[src/design/nld_pkg.sv]
// Package for the nearest level debouncer.
// Holds the field widths, the parameter defaults, the shared types and the default level function.
// No dependencies.
package nld_pkg;

	localparam int unsigned VOLTS_W            = 16;
	localparam int unsigned LEVEL_W            = 3;
	localparam int unsigned RUN_W              = 4;
	localparam int unsigned INDEX_W            = 3;
	localparam int unsigned REG_COUNT          = 5;
	localparam int unsigned MAX_LEVELS         = 8;
	localparam int unsigned LEVEL_COUNT_DEF    = 5;
	localparam int unsigned DEBOUNCE_COUNT_DEF = 3;
	localparam int unsigned DEFAULT_STEP_DEF   = 5000;

	typedef logic [VOLTS_W-1:0] volts_t;
	typedef logic [LEVEL_W-1:0] level_t;
	typedef logic [RUN_W-1:0]   run_t;
	typedef logic [INDEX_W-1:0] reg_index_t;

	typedef struct packed {
		logic   seen_first;
		level_t held_level;
		level_t candidate_level;
		run_t   candidate_run;
	} dbn_state_t;

	function automatic volts_t default_volts(int unsigned idx, int unsigned step);
		return volts_t'(idx * step);
	endfunction

endpackage

[src/design/nld_if.sv]
// Stream interfaces of the nearest level debouncer: samples in, levels out.
// Depends on nld_pkg for the payload types.
interface nld_sample_if;
	logic            valid;
	logic            ready;
	nld_pkg::volts_t sample_volts;

	modport source (output valid, output sample_volts, input ready);
	modport sink   (input valid, input sample_volts, output ready);
endinterface

interface nld_level_if;
	logic            valid;
	logic            ready;
	nld_pkg::level_t stable_level;

	modport source (output valid, output stable_level, input ready);
	modport sink   (input valid, input stable_level, output ready);
endinterface

[src/design/nearest_level_debouncer.sv]
// Nearest level debouncer: one sample transaction in, one stable level transaction out.
// Each sample is matched to the nearest calibrated level and the reported level changes only
// after the same nearest level is seen DEBOUNCE_COUNT times in a row; the first sample after
// reset sets it at once. The block takes one transaction per cycle while the output is not
// stalled; each sample passes through an input register, then the parallel distance compare and
// debounce update into the result register. Level registers may be written only while no
// transaction is in flight; indexes 5 and up are ignored.
// Depends on nld_pkg, nld_if, nld_level_bank, nld_nearest and nld_debounce.
module nearest_level_debouncer #(
	parameter int unsigned LEVEL_COUNT    = nld_pkg::LEVEL_COUNT_DEF,
	parameter int unsigned DEBOUNCE_COUNT = nld_pkg::DEBOUNCE_COUNT_DEF,
	parameter int unsigned DEFAULT_STEP   = nld_pkg::DEFAULT_STEP_DEF
) (
	input  logic                clk,
	input  logic                arst_n,
	input  logic                wr_en,
	input  nld_pkg::reg_index_t wr_index,
	input  nld_pkg::volts_t     wr_data,
	nld_sample_if.sink          samples,
	nld_level_if.source         levels
);

	nld_pkg::volts_t level_volts [LEVEL_COUNT];
	nld_pkg::volts_t sample_s1;
	logic            valid_s1;
	logic            valid_q;
	nld_pkg::level_t stable_q;
	logic            advance;
	logic            accept;
	nld_pkg::level_t nearest;
	nld_pkg::level_t held_next;

	assign advance       = !valid_q || levels.ready;
	assign samples.ready = !valid_s1 || advance;
	assign accept        = samples.valid && samples.ready;

	nld_level_bank #(
		.LEVEL_COUNT  (LEVEL_COUNT),
		.DEFAULT_STEP (DEFAULT_STEP)
	) u_bank (
		.clk      (clk),
		.arst_n   (arst_n),
		.wr_en    (wr_en),
		.wr_index (wr_index),
		.wr_data  (wr_data),
		.levels   (level_volts)
	);

	always_ff @(posedge clk or negedge arst_n) begin
		if (!arst_n) begin
			valid_s1 <= 1'b0;
		end else if (accept) begin
			valid_s1 <= 1'b1;
		end else if (advance) begin
			valid_s1 <= 1'b0;
		end
	end

	always_ff @(posedge clk) begin
		if (accept) begin
			sample_s1 <= samples.sample_volts;
		end
	end

	nld_nearest #(
		.LEVEL_COUNT (LEVEL_COUNT)
	) u_nearest (
		.sample_volts (sample_s1),
		.levels       (level_volts),
		.nearest      (nearest)
	);

	nld_debounce #(
		.DEBOUNCE_COUNT (DEBOUNCE_COUNT)
	) u_debounce (
		.clk       (clk),
		.arst_n    (arst_n),
		.commit    (valid_s1 && advance),
		.nearest   (nearest),
		.held_next (held_next)
	);

	always_ff @(posedge clk or negedge arst_n) begin
		if (!arst_n) begin
			valid_q <= 1'b0;
		end else if (advance) begin
			valid_q <= valid_s1;
		end
	end

	always_ff @(posedge clk) begin
		if (valid_s1 && advance) begin
			stable_q <= held_next;
		end
	end

	assign levels.valid        = valid_q;
	assign levels.stable_level = stable_q;

endmodule

[src/design/nld_level_bank.sv]
// Calibrated level voltages: writable registers for the first levels, fixed defaults beyond them.
// Depends on nld_pkg.
module nld_level_bank #(
	parameter int unsigned LEVEL_COUNT  = nld_pkg::LEVEL_COUNT_DEF,
	parameter int unsigned DEFAULT_STEP = nld_pkg::DEFAULT_STEP_DEF
) (
	input  logic                clk,
	input  logic                arst_n,
	input  logic                wr_en,
	input  nld_pkg::reg_index_t wr_index,
	input  nld_pkg::volts_t     wr_data,
	output nld_pkg::volts_t     levels [LEVEL_COUNT]
);

	for (genvar i = 0; i < LEVEL_COUNT; i++) begin : g_level
		localparam nld_pkg::volts_t ResetVolts = nld_pkg::default_volts(i, DEFAULT_STEP);
		if (i < nld_pkg::REG_COUNT) begin : g_reg
			localparam nld_pkg::reg_index_t Index = (nld_pkg::INDEX_W)'(i);
			nld_pkg::volts_t level_q;

			always_ff @(posedge clk or negedge arst_n) begin
				if (!arst_n) begin
					level_q <= ResetVolts;
				end else if (wr_en && wr_index == Index) begin
					level_q <= wr_data;
				end
			end

			assign levels[i] = level_q;
		end else begin : g_fixed
			assign levels[i] = ResetVolts;
		end
	end

endmodule

[src/design/nld_nearest.sv]
// Nearest level search by absolute difference, lowest index on a tie.
// Depends on nld_pkg.
module nld_nearest #(
	parameter int unsigned LEVEL_COUNT = nld_pkg::LEVEL_COUNT_DEF
) (
	input  nld_pkg::volts_t sample_volts,
	input  nld_pkg::volts_t levels [LEVEL_COUNT],
	output nld_pkg::level_t nearest
);

	nld_pkg::volts_t gap [LEVEL_COUNT];

	for (genvar i = 0; i < LEVEL_COUNT; i++) begin : g_gap
		assign gap[i] = (sample_volts >= levels[i]) ? sample_volts - levels[i]
		                                            : levels[i] - sample_volts;
	end

	always_comb begin
		nld_pkg::volts_t best_gap;
		nld_pkg::level_t best;
		best_gap = gap[0];
		best     = '0;
		for (int i = 1; i < LEVEL_COUNT; i++) begin
			if (gap[i] < best_gap) begin
				best_gap = gap[i];
				best     = nld_pkg::level_t'(i);
			end
		end
		nearest = best;
	end

endmodule

[src/design/nld_debounce.sv]
// Debounce state of the nearest level: candidate run counter and held level.
// Depends on nld_pkg.
module nld_debounce #(
	parameter int unsigned DEBOUNCE_COUNT = nld_pkg::DEBOUNCE_COUNT_DEF
) (
	input  logic            clk,
	input  logic            arst_n,
	input  logic            commit,
	input  nld_pkg::level_t nearest,
	output nld_pkg::level_t held_next
);

	localparam nld_pkg::run_t RunMax = nld_pkg::run_t'(DEBOUNCE_COUNT);

	nld_pkg::dbn_state_t state_q;
	nld_pkg::dbn_state_t state_d;

	always_comb begin
		state_d = state_q;
		if (!state_q.seen_first) begin
			state_d.seen_first      = 1'b1;
			state_d.held_level      = nearest;
			state_d.candidate_level = nearest;
			state_d.candidate_run   = RunMax;
		end else begin
			if (nearest == state_q.candidate_level) begin
				if (state_q.candidate_run < RunMax) begin
					state_d.candidate_run = state_q.candidate_run + 1'b1;
				end
			end else begin
				state_d.candidate_level = nearest;
				state_d.candidate_run   = nld_pkg::run_t'(1);
			end
			if (state_d.candidate_run >= RunMax) begin
				state_d.held_level = state_d.candidate_level;
			end
		end
	end

	always_ff @(posedge clk or negedge arst_n) begin
		if (!arst_n) begin
			state_q <= '0;
		end else if (commit) begin
			state_q <= state_d;
		end
	end

	assign held_next = state_d.held_level;

endmodule

[src/flat_wrapper.sv]
// flat-port wrapper written by rule: the top's interface ports become plain ports
module nearest_level_debouncer_flat 
#(
	parameter int unsigned LEVEL_COUNT    = nld_pkg::LEVEL_COUNT_DEF,
	parameter int unsigned DEBOUNCE_COUNT = nld_pkg::DEBOUNCE_COUNT_DEF,
	parameter int unsigned DEFAULT_STEP   = nld_pkg::DEFAULT_STEP_DEF
)
  (clk, arst_n, wr_en, wr_index, wr_data, samples_valid, samples_sample_volts, samples_ready, levels_valid, levels_stable_level, levels_ready);
  nld_sample_if samples_i ();
  nld_level_if levels_i ();
  input  logic clk;
  input  logic arst_n;
  input  logic wr_en;
  input  nld_pkg::reg_index_t wr_index;
  input  nld_pkg::volts_t wr_data;
  input wire logic [$bits(samples_i.valid)-1:0] samples_valid;
  input wire logic [$bits(samples_i.sample_volts)-1:0] samples_sample_volts;
  output wire logic [$bits(samples_i.ready)-1:0] samples_ready;
  output wire logic [$bits(levels_i.valid)-1:0] levels_valid;
  output wire logic [$bits(levels_i.stable_level)-1:0] levels_stable_level;
  input wire logic [$bits(levels_i.ready)-1:0] levels_ready;
  assign samples_i.valid = samples_valid;
  assign samples_i.sample_volts = samples_sample_volts;
  assign samples_ready = samples_i.ready;
  assign levels_valid = levels_i.valid;
  assign levels_stable_level = levels_i.stable_level;
  assign levels_i.ready = levels_ready;
  nearest_level_debouncer #(.LEVEL_COUNT(LEVEL_COUNT), .DEBOUNCE_COUNT(DEBOUNCE_COUNT), .DEFAULT_STEP(DEFAULT_STEP)) u_core (.clk(clk), .arst_n(arst_n), .wr_en(wr_en), .wr_index(wr_index), .wr_data(wr_data), .samples(samples_i), .levels(levels_i));
endmodule
[config.mk]
export PLATFORM = sky130hd
export DESIGN_NAME = nearest_level_debouncer_flat
export DESIGN_NICKNAME = d
export VERILOG_FILES = /design/src/design/nld_pkg.sv /design/src/design/nld_if.sv /design/src/design/nearest_level_debouncer.sv /design/src/design/nld_level_bank.sv /design/src/design/nld_nearest.sv /design/src/design/nld_debounce.sv /design/src/flat_wrapper.sv
export SDC_FILE = /design/constraint.sdc
export NUM_CORES = 1
export LEC_CHECK = 0
export BUFFER_PORTS_ARGS = -buffer_cell sky130_fd_sc_hd__buf_2
export CAP_MARGIN = 20
export CORE_ASPECT_RATIO = 1.1
export CORE_MARGIN = 2
export CORE_UTILIZATION = 40
export CTS_CLUSTER_SIZE = 14
export DETAILED_ROUTE_END_ITERATION = 10
export GPL_TIMING_DRIVEN = 0
export PLACE_DENSITY = 0.66
export REMOVE_ABC_BUFFERS = 1
export SLEW_MARGIN = 20
export SYNTH_ARGS = -nofsm -noshare
export SYNTH_HDL_FRONTEND = slang
export SYNTH_SLANG_ARGS = --single-unit
export TNS_END_PERCENT = 10
[constraint.sdc]
create_clock -name clk -period 27 [get_ports clk]
set_input_delay 2.7 -clock clk [delete_from_list [all_inputs] [get_ports clk]]
set_output_delay 2.7 -clock clk [all_outputs]
set_load 0.1 [all_outputs]
==> run metrics <==
clock-pin slew on the worst setup and hold paths=0.07 ns; die height=197 um; Syn Std Cell Area=13500 um2; Synth Flop Type=dfrtp_1; commonest non-fill, non-tap cell in the layout=ha_1; Min-Delay Path Class=flop to flop; core footprint=33300 um2; pre-CTS WS=11.01 ns; Avg WL per Cell=18.5 um; Area Growth Syn to Fin=6.48%; worst setup path category=flop to flop; Placed Area=14100 um2; syn avg cell area=8.19 um2; startpoint types=flop; Post-CTS Setup Bufs=0; Synth Instances=1653; H-tree levels=3; Crit Path Max Fanout=31; Final #Nets=1913; # resized after CTS=0; Synth Register Bits=112; sequential area share after synthesis=21.6%; Final setup viols=0; Worst Path Buf+Inv=2; clk_lat worst skew=0.39 ns; slew at the pin closest to its max-slew limit=1.05 ns; CTS Buf Count=9; CTS tree=built; area of the multi-input gates=9720 um2; Vias/cell=5.67; status=completed; dpl hpwl=31.9 mm; Setup crit end kind=flop; DRT iter0 DRCs=897; CP arrival=15.97 ns; f_max=63.1 MHz; CTS Sinks=112; Clock Skews=0.0152 ns; Routed WL=38.7 mm; most frequent cells in the layout=212 x ha_1, 178 x nand2_1, 173 x inv_1; Rel. slew slack=29.9%; layout cells sized above 1=9.60%; count of non-filler cells in the finished layout=2088; number of flops mapped to enable cells by yosys=19; fraction of registers with async set/reset=83.0%; final setup TNS=0 ns; FF/Latch Area=2930 um2; I/O Buffers=44; Worst path max stage delay=0.66 ns; Pins Over Slew Limit=0; Die W=179 um; fin crit share=58.7%; Ys Warns=0; vias in the first global route=11200; initial antenna violation count=0; CP max-delay cell=a211oi_1; most used cell, CP=a21o_1; design area=14400 um2; first-pass GRT wire length=61.2 mm; Placement Rows=70; via count=11800; grt total ovfl=0; Die ar.=35400 um2; setup ws final=11.15 ns; ANT nets after route=0; Antenna Cells=0; RD Place Congestion=0.907; Crit path required time=27.13 ns; number of fill cells=3365; cell family with most CP delay=compound AO/OA/AOI/OAI gates; Yosys cell types=90; Maximum Capacitance Violations=0; # IOs=45; placed cell count=2072; largest net degree at the start of global routing=52; # hold bufs at CTS=0; Hold Violations, Final=0; clock buffer depth=2; clock root cell=clkbuf_16; Starting Density=40.7%; RSZ-0062 raised after global routing=no; DR DRC count=0; Total GRT Usage=21.9%; post-layout min period=15.85 ns; TritonRoute pass-1 iters=5
==> kinds of logic after synthesis <==
kind of cell	count (synthesis)	share of synthesized area, %
buffers and inverters	237	6.80
XOR/XNOR	60	3.88
AND/OR/NAND/NOR	421	14.7
flip-flops	112	21.6
adder cells (fa/ha/maj)	223	21.1
multiplexers	79	6.19
AO/OA/AOI/OAI	521	25.7
==> through the flow <==
stage          util, %  hold slack [ns]
6_report          43.3            0.493
5_1_grt           43.3            0.527
4_1_cts           43.3            0.498
3_5_place_dp      42.5            0.481
3_3_place_gp      42.2            0.471
2_1_floorplan        -            0.457
==> state kept, by name (all words and copies together), names as in the netlist <==
register                             cells
u_core.levels.valid                      1
u_core.valid_s1                          1
u_core.levels.stable_level               3
u_core.u_debounce.state_q               11
u_core.u_bank.g_level.g_reg.level_q     80
u_core.sample_s1                        16
==> worst paths after layout <==
check | startpoint | endpoint | slack, ns | cells after the start
max reg2reg | u_core.sample_s1[9] | u_core.levels.stable_level[0] | 11.15 | 56
min reg2reg | u_core.valid_s1 | u_core.levels.valid | 0.49 | 1
max | u_core.sample_s1[9] | u_core.levels.stable_level[0] | 11.15 | 56
min | u_core.valid_s1 | u_core.levels.valid | 0.49 | 1
max in group asynchronous | arst_n | u_core.u_bank.g_level[1].g_reg.level_q[12] | 24.06 | 2
min in group asynchronous | arst_n | u_core.u_debounce.state_q[0] | 2.25 | 1
==> Yosys cell counts, types with 9 or more instances <==
cell type / number / share of area [%]
ha_1: 212 / 20
nand2_1: 178 / 4.9
inv_1: 173 / 4.8
o21ai_0: 131 / 4.8
a21oi_1: 109 / 4.0
a21o_1: 88 / 4.9
nor2_1: 81 / 2.2
dfrtp_1: 71 / 13
clkbuf_1: 48 / 1.3
mux2i_1: 44 / 3.3
xnor2_1: 42 / 2.7
mux2_2: 31 / 2.6
nand3_1: 29 / 1.1
o21a_1: 26 / 1.4
nand4_1: 23 / 1.1
dfstp_2: 22 / 4.3
nor2b_1: 22 / 1.0
o21bai_1: 20 / 1.1
edfxtp_1: 19 / 4.2
nor3_1: 18 / 0.67
xor2_1: 18 / 1.2
a211oi_1: 17 / 0.94
nand2b_1: 15 / 0.69
o211ai_1: 14 / 0.78
a31oi_1: 11 / 0.51
a21boi_0: 10 / 0.55
fa_1: 10 / 1.5
and3_1: 9 / 0.42
==> metal layers <==
layer	wire length (um)	up-vias	global-route usage (%)	part of all wire, %
met3	1810	65	2.57	4.7
met2	18000	344	36.9	46
met5	0	-	0	0
met4	1250	0	7.65	3.2
met1	17700	5585	29.1	46
li1	-	5844	-	-
==> final cells by class <==
type	instances	share of cell area (%)
multi-input combinational	1304	67.4
sequential	112	20.3
inverter	173	4.50
tap	432	3.75
timing repair buffer	51	2.13
clock buffer	11	1.61
clock inverter	5	0.330
Power is left out: the tool's default activity adds up to more than one toggle a clock period on the data nets, which glitch-free logic cannot reach.
